==> src/hw/rtl/srpt_pkg.sv <==
// ----------------------------------------------------------------------------
// SRPT scheduler package
// Field widths, transaction types, status codes and the command and status
// bundles that join the controller to the datapath.
// ----------------------------------------------------------------------------
package srpt_pkg;

    localparam int MAX_JOBS    = 16;
    localparam int SLOT_BITS   = $clog2(MAX_JOBS);
    localparam int ID_BITS     = 16;
    localparam int TIME_BITS   = 32;
    localparam int FINISH_BITS = TIME_BITS + 1;

    localparam logic CMD_ARRIVAL    = 1'b0;
    localparam logic CMD_COMPLETION = 1'b1;

    localparam logic [1:0] STATUS_OK        = 2'd0;
    localparam logic [1:0] STATUS_FULL      = 2'd1;
    localparam logic [1:0] STATUS_IDLE_DONE = 2'd2;

    typedef struct packed {
        logic                 command;
        logic [ID_BITS-1:0]   job_id;
        logic [TIME_BITS-1:0] job_length;
        logic [TIME_BITS-1:0] now;
    } srpt_in_t;

    typedef struct packed {
        logic                   done_valid;
        logic [ID_BITS-1:0]     done_id;
        logic                   cancel_pending;
        logic                   schedule_valid;
        logic [FINISH_BITS-1:0] finish_time;
        logic [1:0]             status;
    } srpt_out_t;

    // Controller to datapath.
    typedef struct packed {
        logic capture;
        logic decide;
        logic rd_run;
        logic charge;
        logic insert;
        logic retire;
        logic scan_issue;
        logic commit;
        logic load_out;
    } srpt_cmd_t;

    // Datapath to controller.
    typedef struct packed {
        logic is_completion;
        logic table_full;
        logic running;
        logic scan_more;
        logic scan_done;
    } srpt_stat_t;

endpackage

==> src/hw/rtl/srpt_dp.sv <==
// ----------------------------------------------------------------------------
// SRPT scheduler datapath
// Job table memory, used bits, running-job registers, the sequential
// minimum search and the result registers.
// ----------------------------------------------------------------------------
module srpt_dp
    import srpt_pkg::*;
(
    input  logic       clk,
    input  logic       rst_n,
    input  srpt_in_t   req,
    input  srpt_cmd_t  cmd,
    output srpt_stat_t stat,
    output srpt_out_t  rsp
);

    typedef struct packed {
        logic [ID_BITS-1:0]   id;
        logic [TIME_BITS-1:0] rem;
    } entry_t;

    entry_t mem [MAX_JOBS];
    entry_t rd_data_reg;
    entry_t wr_data;
    logic [SLOT_BITS-1:0] wr_addr;
    logic                 wr_en;
    logic [SLOT_BITS-1:0] rd_addr;

    srpt_in_t  in_reg;
    srpt_out_t res_reg;
    srpt_out_t out_reg;

    logic [MAX_JOBS-1:0]  used_reg;
    logic [SLOT_BITS-1:0] run_slot_reg;
    logic                 run_valid_reg;
    logic [TIME_BITS-1:0] run_start_reg;

    logic [SLOT_BITS:0]   scan_cnt_reg;
    logic                 cmp_vld_reg;
    logic [SLOT_BITS-1:0] cmp_slot_reg;
    logic                 best_found_reg;
    logic [SLOT_BITS-1:0] best_slot_reg;
    entry_t               best_reg;

    logic [SLOT_BITS-1:0] free_slot;
    logic                 table_full;
    logic [TIME_BITS-1:0] elapsed;
    logic [TIME_BITS-1:0] charged_rem;
    logic                 better;

    // Lowest free slot.
    always_comb
    begin
        free_slot = '0;
        for (int i = MAX_JOBS - 1; i >= 0; i--)
        begin
            if (!used_reg[i])
            begin
                free_slot = SLOT_BITS'(i);
            end
        end
    end

    assign table_full = &used_reg;

    // Time since the run started, modulo the time width; remaining saturates at zero.
    assign elapsed     = in_reg.now - run_start_reg;
    assign charged_rem = (rd_data_reg.rem > elapsed) ? (rd_data_reg.rem - elapsed) : '0;

    assign better = !best_found_reg
                 || (rd_data_reg.rem < best_reg.rem)
                 || ((rd_data_reg.rem == best_reg.rem) && (rd_data_reg.id < best_reg.id));

    assign rd_addr = cmd.rd_run ? run_slot_reg : scan_cnt_reg[SLOT_BITS-1:0];

    always_comb
    begin
        wr_en   = cmd.charge || cmd.insert;
        wr_addr = free_slot;
        wr_data = '{id: in_reg.job_id, rem: in_reg.job_length};
        if (cmd.charge)
        begin
            wr_addr = run_slot_reg;
            wr_data = '{id: rd_data_reg.id, rem: charged_rem};
        end
    end

    // Job table storage.
    always_ff @(posedge clk)
    begin
        if (wr_en)
        begin
            mem[wr_addr] <= wr_data;
        end
        rd_data_reg <= mem[rd_addr];
    end

    // Payload registers.
    always_ff @(posedge clk)
    begin
        if (cmd.capture)
        begin
            in_reg  <= req;
            res_reg <= '0;
        end
        if (cmd.decide)
        begin
            if (in_reg.command == CMD_ARRIVAL && table_full)
            begin
                res_reg.status <= STATUS_FULL;
            end
            else if (in_reg.command == CMD_COMPLETION && !run_valid_reg)
            begin
                res_reg.status <= STATUS_IDLE_DONE;
            end
        end
        if (cmd.charge)
        begin
            res_reg.cancel_pending <= 1'b1;
        end
        if (cmd.retire)
        begin
            res_reg.done_valid <= 1'b1;
            res_reg.done_id    <= rd_data_reg.id;
        end
        if (cmd.commit && best_found_reg)
        begin
            res_reg.schedule_valid <= 1'b1;
            res_reg.finish_time    <= {1'b0, in_reg.now} + {1'b0, best_reg.rem};
        end
        if (cmd.load_out)
        begin
            out_reg <= res_reg;
        end
        if (cmp_vld_reg && used_reg[cmp_slot_reg] && better)
        begin
            best_reg      <= rd_data_reg;
            best_slot_reg <= cmp_slot_reg;
        end
    end

    // Control state of the table and the search.
    always_ff @(posedge clk or negedge rst_n)
    begin
        if (!rst_n)
        begin
            used_reg       <= '0;
            run_slot_reg   <= '0;
            run_valid_reg  <= 1'b0;
            run_start_reg  <= '0;
            scan_cnt_reg   <= '0;
            cmp_vld_reg    <= 1'b0;
            cmp_slot_reg   <= '0;
            best_found_reg <= 1'b0;
        end
        else
        begin
            cmp_vld_reg  <= cmd.scan_issue;
            cmp_slot_reg <= scan_cnt_reg[SLOT_BITS-1:0];
            if (cmd.insert)
            begin
                used_reg[free_slot] <= 1'b1;
            end
            if (cmd.retire)
            begin
                used_reg[run_slot_reg] <= 1'b0;
            end
            if (cmd.insert || cmd.retire)
            begin
                scan_cnt_reg   <= '0;
                best_found_reg <= 1'b0;
            end
            if (cmd.scan_issue)
            begin
                scan_cnt_reg <= scan_cnt_reg + 1'b1;
            end
            if (cmp_vld_reg && used_reg[cmp_slot_reg])
            begin
                best_found_reg <= 1'b1;
            end
            if (cmd.commit)
            begin
                if (best_found_reg)
                begin
                    run_slot_reg  <= best_slot_reg;
                    run_valid_reg <= 1'b1;
                    run_start_reg <= in_reg.now;
                end
                else
                begin
                    run_slot_reg  <= '0;
                    run_valid_reg <= 1'b0;
                    run_start_reg <= '0;
                end
            end
        end
    end

    assign stat.is_completion = (in_reg.command == CMD_COMPLETION);
    assign stat.table_full    = table_full;
    assign stat.running       = run_valid_reg;
    assign stat.scan_more     = (scan_cnt_reg < (SLOT_BITS+1)'(MAX_JOBS));
    assign stat.scan_done     = !stat.scan_more && !cmp_vld_reg;

    assign rsp = out_reg;

endmodule

==> src/hw/rtl/srpt_ctrl.sv <==
// ----------------------------------------------------------------------------
// SRPT scheduler controller
// Sequences each event through the datapath and owns both handshakes.
// ----------------------------------------------------------------------------
module srpt_ctrl
    import srpt_pkg::*;
(
    input  logic       clk,
    input  logic       rst_n,
    input  logic       req_valid,
    output logic       req_stall,
    output logic       rsp_valid,
    input  logic       rsp_stall,
    input  srpt_stat_t stat,
    output srpt_cmd_t  cmd
);

    typedef enum logic [3:0] {
        S_IDLE,
        S_DECIDE,
        S_RD_RUN,
        S_CHARGE,
        S_INSERT,
        S_RETIRE,
        S_SCAN,
        S_COMMIT,
        S_RESULT
    } state_t;

    state_t state_reg;
    state_t state_next;
    logic   rsp_valid_reg;
    logic   rsp_valid_next;
    logic   out_free;

    assign out_free  = !rsp_valid_reg || !rsp_stall;
    assign req_stall = (state_reg != S_IDLE);
    assign rsp_valid = rsp_valid_reg;

    always_comb
    begin
        cmd            = '0;
        state_next     = state_reg;
        rsp_valid_next = rsp_valid_reg && rsp_stall;
        unique case (state_reg)
            S_IDLE:
            begin
                if (req_valid)
                begin
                    cmd.capture = 1'b1;
                    state_next  = S_DECIDE;
                end
            end
            S_DECIDE:
            begin
                cmd.decide = 1'b1;
                if (stat.is_completion)
                begin
                    state_next = stat.running ? S_RD_RUN : S_RESULT;
                end
                else if (stat.table_full)
                begin
                    state_next = S_RESULT;
                end
                else
                begin
                    state_next = stat.running ? S_RD_RUN : S_INSERT;
                end
            end
            S_RD_RUN:
            begin
                cmd.rd_run = 1'b1;
                state_next = stat.is_completion ? S_RETIRE : S_CHARGE;
            end
            S_CHARGE:
            begin
                cmd.charge = 1'b1;
                state_next = S_INSERT;
            end
            S_INSERT:
            begin
                cmd.insert = 1'b1;
                state_next = S_SCAN;
            end
            S_RETIRE:
            begin
                cmd.retire = 1'b1;
                state_next = S_SCAN;
            end
            S_SCAN:
            begin
                cmd.scan_issue = stat.scan_more;
                if (stat.scan_done)
                begin
                    state_next = S_COMMIT;
                end
            end
            S_COMMIT:
            begin
                cmd.commit = 1'b1;
                state_next = S_RESULT;
            end
            S_RESULT:
            begin
                if (out_free)
                begin
                    cmd.load_out   = 1'b1;
                    rsp_valid_next = 1'b1;
                    state_next     = S_IDLE;
                end
            end
            default:
            begin
                state_next = S_IDLE;
            end
        endcase
    end

    always_ff @(posedge clk or negedge rst_n)
    begin
        if (!rst_n)
        begin
            state_reg     <= S_IDLE;
            rsp_valid_reg <= 1'b0;
        end
        else
        begin
            state_reg     <= state_next;
            rsp_valid_reg <= rsp_valid_next;
        end
    end

endmodule

==> src/hw/rtl/srpt_preemptive_scheduler.sv <==
// ----------------------------------------------------------------------------
// SRPT preemptive scheduler
// Channel   Direction  Handshake             Payload
// req       in         req_valid/req_stall   srpt_in_t  (arrival or completion)
// rsp       out        rsp_valid/rsp_stall   srpt_out_t (one per request)
//
// Arrival while running: decide, read and charge the running job, insert,
// minimum search, commit, result. Completion while running: decide, read,
// retire, search, commit, result. Arrival while idle: decide, insert, search,
// commit, result. Dropped arrival or completion while idle: decide, result.
// Reset clears the used bits and the running job; the table itself is not reset.
// A result waiting under rsp_stall does not block acceptance of the next request.
// ----------------------------------------------------------------------------
module srpt_preemptive_scheduler
    import srpt_pkg::*;
(
    input  logic      clk,
    input  logic      rst_n,
    input  logic      req_valid,
    output logic      req_stall,
    input  srpt_in_t  req,
    output logic      rsp_valid,
    input  logic      rsp_stall,
    output srpt_out_t rsp
);

    srpt_cmd_t  cmd;
    srpt_stat_t stat;

    srpt_ctrl u_ctrl (
        .clk       (clk),
        .rst_n     (rst_n),
        .req_valid (req_valid),
        .req_stall (req_stall),
        .rsp_valid (rsp_valid),
        .rsp_stall (rsp_stall),
        .stat      (stat),
        .cmd       (cmd)
    );

    srpt_dp u_dp (
        .clk   (clk),
        .rst_n (rst_n),
        .req   (req),
        .cmd   (cmd),
        .stat  (stat),
        .rsp   (rsp)
    );

endmodule
==> config.mk <==
export PLATFORM = sky130hd
export DESIGN_NAME = srpt_preemptive_scheduler
export DESIGN_NICKNAME = d
export VERILOG_FILES = /design/src/hw/rtl/srpt_pkg.sv /design/src/hw/rtl/srpt_dp.sv /design/src/hw/rtl/srpt_ctrl.sv /design/src/hw/rtl/srpt_preemptive_scheduler.sv
export SDC_FILE = /design/constraint.sdc
export NUM_CORES = 2
export LEC_CHECK = 0
export BUFFER_PORTS_ARGS = -buffer_cell sky130_fd_sc_hd__buf_2
export CAP_MARGIN = 20
export CELL_PAD_IN_SITES_DETAIL_PLACEMENT = 1
export CELL_PAD_IN_SITES_GLOBAL_PLACEMENT = 2
export CORE_MARGIN = 4
export CORE_UTILIZATION = 30
export DETAILED_ROUTE_END_ITERATION = 10
export PLACE_DENSITY_LB_ADDON = 0.1
export SLEW_MARGIN = 20
export SYNTH_ARGS = -nofsm -noshare
export SYNTH_HDL_FRONTEND = slang
export SYNTH_HIERARCHICAL = 1
export SYNTH_SLANG_ARGS = --single-unit
==> constraint.sdc <==
create_clock -name clk -period 11 [get_ports clk]
set_clock_uncertainty 0.1 [all_clocks]
set_input_delay 1.1 -clock clk [delete_from_list [all_inputs] [get_ports clk]]
set_output_delay 1.1 -clock clk [all_outputs]
set_load 0.01 [all_outputs]
## Word-level counts from Yosys, hierarchy flattened

Memory sizes are Yosys's and may differ from the RTL's. A register that Yosys moved wholly into a read port is not among the register bits.
Index checks and enable logic that the tools add are counted.

| cells by class | value |
|---|---|
| $lt $le $gt $ge | 9 |
| mux-type cells | 65 |
| bitwise operators | 4 |
| add/subtract/negate cells | 4 |
| equality and inequality tests | 12 |
| reductions and logical operators | 30 |

Operator list:

| cell | count |
|---|---|
| $mux 4 | 25 |
| $mux 32 | 2 |
| $sub 32x32->32 | 2 |
| $mux 53 | 1 |
| $mux 16 | 3 |
| $mux 48 | 1 |
| $add 32x32->33 | 1 |
| $mux 33 | 1 |
| $eq 32x32->1 | 1 |
| $gt 32x32->1 | 1 |
| $lt 32x32->1 | 1 |
| $pmux 4 s8 | 1 |
| $mux 1 | 21 |
| $and 16x16->16 | 1 |
| $eq 4x3->1 const B | 4 |
| $lt 16x16->1 | 1 |
| $not 16->16 | 1 |
| $or 16x16->16 | 1 |
| $reduce_and 16->1 | 1 |
| $lt 4x5->1 const B | 3 |
| $logic_and 1x1->1 | 10 |
| $mux 5 | 2 |
| $demux 1 s4 | 2 |
| $eq 4x2->1 const B | 2 |
| 18 further kinds | 35 |

| storage, ports and cells | value |
|---|---|
| logic and storage cells | 154 |
| output and inout port bits | 56 |
| RAM bits | 768 |
| memories kept | 1 |
| flip-flop bits (word level) | 310 |
| input port bits | 85 |

Memories:

| memory | depth | bits a word | rd ports | clocked after Yosys merged registers in | wr ports | RTL line | text |
|---|---|---|---|---|---|---|---|
| u_dp.mem | 16 | 48 | 1 | 1 | 1 | srpt_dp.sv:22 | `entry_t mem [MAX_JOBS];` |

## Longest topological paths before layout

| depth | value |
|---|---|
| depth after elaboration | 24 |
| depth in mapped cells | 21 |
| depth with buffers taken out | 21 |

## Cells and area by module

The synthesis kept the hierarchy.

Modules (own cells, without submodules):

| module | times used | area an instance (µm²) | cells each | seq. area each (µm²) |
|---|---|---|---|---|
| srpt_dp | 1 | 46935.0 | 2875 | 32811.5 |
| srpt_ctrl | 1 | 359.1 | 42 | 125.1 |

## Least setup slack after synthesis

No wires, ideal clock.

| path | value |
|---|---|
| path type | flip-flop to flip-flop |
| start | register u_dp.used_reg[14] |
| end | memory u_dp/mem[15][0] (netlist name), enable pin |
| path slack | 5094 ps |
| data required time | 10377 ps |
| period minus slack after synthesis | 5906 ps |
| setup time | 523 ps |
| cell stages (with the launch flop) | 9 |
| buffers on the path | 1 |
| data arrival time | 5283 ps |
| cell sequence | dfrtp_1 > nand2_1 > a31oi_1 > o211ai_1 > nand3_1 > a31oi_1 > mux2_2 > buf_2 > nor3b_1 |

| between the ends | value |
|---|---|
| longest elaborated chain between the ends | 16 |

RTL lines:

| item | RTL line | text |
|---|---|---|
| start: declaration | srpt_dp.sv:33 | `logic [MAX_JOBS-1:0] used_reg;` |
| start signal: assignment | srpt_dp.sv:147 | `used_reg <= '0;` |
| start signal: indexed assignment | srpt_dp.sv:162 | `used_reg[free_slot] <= 1'b1;` |
| start signal: indexed assignment | srpt_dp.sv:166 | `used_reg[run_slot_reg] <= 1'b0;` |
| $mux 4 (15 in a row) | srpt_dp.sv:57 | `if (!used_reg[i])` |
| $mux 4 | srpt_dp.sv:81 | `if (cmd.charge)` |
| end: declaration | srpt_dp.sv:22 |  |

Every way passes these cells.

==> reports/results.tsv <==
metric	value	unit
Most Crowded Layer GR	met2	
Post-Synthesis Cell Area	47300	µm²
CTS buffer count	135	
leakage power	19.4	nW
Crit path arrival time	6.54	ns
I/O pin cnt	141	
Post-DP HPWL	84500	µm
Initial DRC Count	1874	
fill count	15800	
synthesis-to-finish area growth	17.2	%
Resized cells post-CTS	0	
Crit Path Category	reg2reg	
I/O Buffers	140	
Total Neg Setup Slack	0	ns
grt met2 use	0.282	
RSZ-0062 raised after global routing	no	
Slew Limit Fails	0	
Post-synth EDFFs	1004	
status	finished clean	
final hold vios	0	
CP required	11.31	ns
clk slew on worst S/H paths	0.06	ns
Max clock buf depth	3	
largest fanout on the critical path	32	
vias in the first global route	29100	
core area	156000	µm²
ys async rst share	0.0613	
Post-CTS Setup Bufs	0	
largest net degree at the start of global routing	101	
cells after synthesis	2917	
Yosys reg bits	1126	
count leader, synth	edfxtp_1	
Top FF cell, synth	edfxtp_1	
Ys Warns	6	
All-Layer GR Usage	0.171	
minimum clock period	6.24	ns
root buffer cell	clkbuf_16	
vias per inst	5.00	
final hold slack	0.162	ns
cell row count	145	
first-pass GRT wire length	203000	µm
vias post-DR	26600	
final setup vio count	0	
Post-Syn Area per Cell	16.2	µm²
drt pass-1 iters	5	
crit end category	register	
CTS tree	done	
DP Area	50800	µm²
Final GP Congestion	0.771	
Worst Hold Class	in2async	
Slew HR	0.292	
Die Y	405	µm
fmax	160	MHz
sequential element share of the synthesized area	0.696	
htree depth	4	
global route total overflow	0	
grt met3 use	0.0285	
top post-synthesis cells by count	edfxtp_1, nand2_1, mux4_2	
syn nets	3148	
Die ar.	164000	µm²
Post-route DRC	0	
Final period util	0.567	
Initial Utilization	0.302	
clk sinks	1126	
Slew @ Worst Pin	1.06	ns
Die W	405	µm
share of layout cells above drive strength 1	0.213	
top cells by area, synth	edfxtp_1, mux4_2, ha_1, dfrtp_1, dfxtp_1	
Nets	3375	
met1 global-route usage	0.230	
Max Cap Viol	0	
post-route design area	55400	µm²
PwrDens	316	nW/µm²
Post-CTS Hold Buffers	0	
CP startpoint kind	register	
Clk Latency, worst-skew pair	0.77	ns
Avg WL per Cell	26.1	µm
synth unique cells	77	
Peak VDD IR	228	µV
Routed WL	139000	µm
cell accounting for the most synthesized area	edfxtp_1	
post-synth top area share	0.637	
max reg flops	768	
antenna-violating nets left	0	
initial antenna violation count	2	
## worst paths after layout
kind                                  startpoint                endpoint  slack, ns  cells past startpoint
worst min register to register  u_dp/res_reg[12]            u_dp/rsp[12]       0.32                      0
worst min-delay path                       rst_n       u_dp/used_reg[15]       0.16                      1
worst max-delay path              u_dp/in_reg[0]         u_dp/mem[9][30]       4.76                     21
worst max register to register    u_dp/in_reg[0]         u_dp/mem[9][30]       4.76                     21
min in group clk                u_dp/res_reg[12]            u_dp/rsp[12]       0.32                      0
max in group asynchronous                  rst_n  u_dp/run_start_reg[30]       9.66                      2
## logic make-up after synthesis
| family | Yosys count | share of synthesized area |
|---|---|---|
| buffers and inverters | 270 | 0.0226 |
| adders and majority gates | 146 | 0.0391 |
| AOI/OAI and AO/OA | 525 | 0.0716 |
| xor gates and xnor gates | 80 | 0.0148 |
| muxes | 223 | 0.0998 |
| and+or+nand+nor | 547 | 0.0556 |
| DFF | 1126 | 0.696 |
## where the power goes
group,switching (W),internal [W]
Combinational,0.00438,0.00257
Sequential,0.000432,0.00573
Clock,0.00183,0.00259
Total,0.00664,0.0109
## layer usage
metal | share of wire | vias to the layer above
met4 | 0.028 | 2
met3 | 0.042 | 194
met2 | 0.48 | 539
met1 | 0.45 | 14000
li1 | - | 11800
met5 | 0.000094 | -
## through the flow
stage               total power, W  worst slack (ns)  std cells  utilization
finish                      0.0175              4.76       5315        0.354
global route                0.0186              4.37       5313        0.354
CTS                         0.0177              4.62       5312        0.353
detailed placement          0.0132              4.68       5064        0.325
global placement            0.0131              4.74       5063        0.325
floorplan                   0.0106              5.09       2917            -
## cells in the final DEF, fill, tap and decap left out, drive strengths merged, types with 38 or more instances in the layout
master,count
xor2,42
xnor2,38
a21oi,113
ha,143
inv,165
nand2,210
buf,205
clkinv,46
a31oi,61
dfrtp,69
a21o,53
mux4,197
clkbuf,172
dfxtp,53
and2,72
o21ai,102
nor2,103
edfxtp,1004
a211oi,66
## worst max-delay path: stages (launching register included)
cell and delay (ns):
edfxtp_1 0.40, inv_1 0.10, ha_1 0.19, inv_1 0.06
fa_1 0.42, a211oi_1 0.22, nor2_1 0.14, o211ai_1 0.41
a32oi_1 0.29, a41o_1 0.31, a21oi_1 0.29, o21bai_1 0.10
a21oi_1 0.18, xor2_1 0.19, ha_1 0.33, and4_1 0.25
and3b_1 0.18, nand2_1 0.05, o21ai_0 0.08, a21o_2 0.22
buf_4 0.33, o32ai_2 0.97
## layout make-up
type	instances	area (µm²)	area share
sequential	1126	32900	0.594
multi-input combinational	1521	13600	0.246
clock buffer	172	3660	0.0661
tap	2058	2570	0.0465
timing repair buffer	205	1270	0.0229
clock inverter	76	764	0.0138
inverter	155	582	0.0105
antenna	2	5.00	0.0000903
No activity file was read; power rests on OpenSTA's default activity.
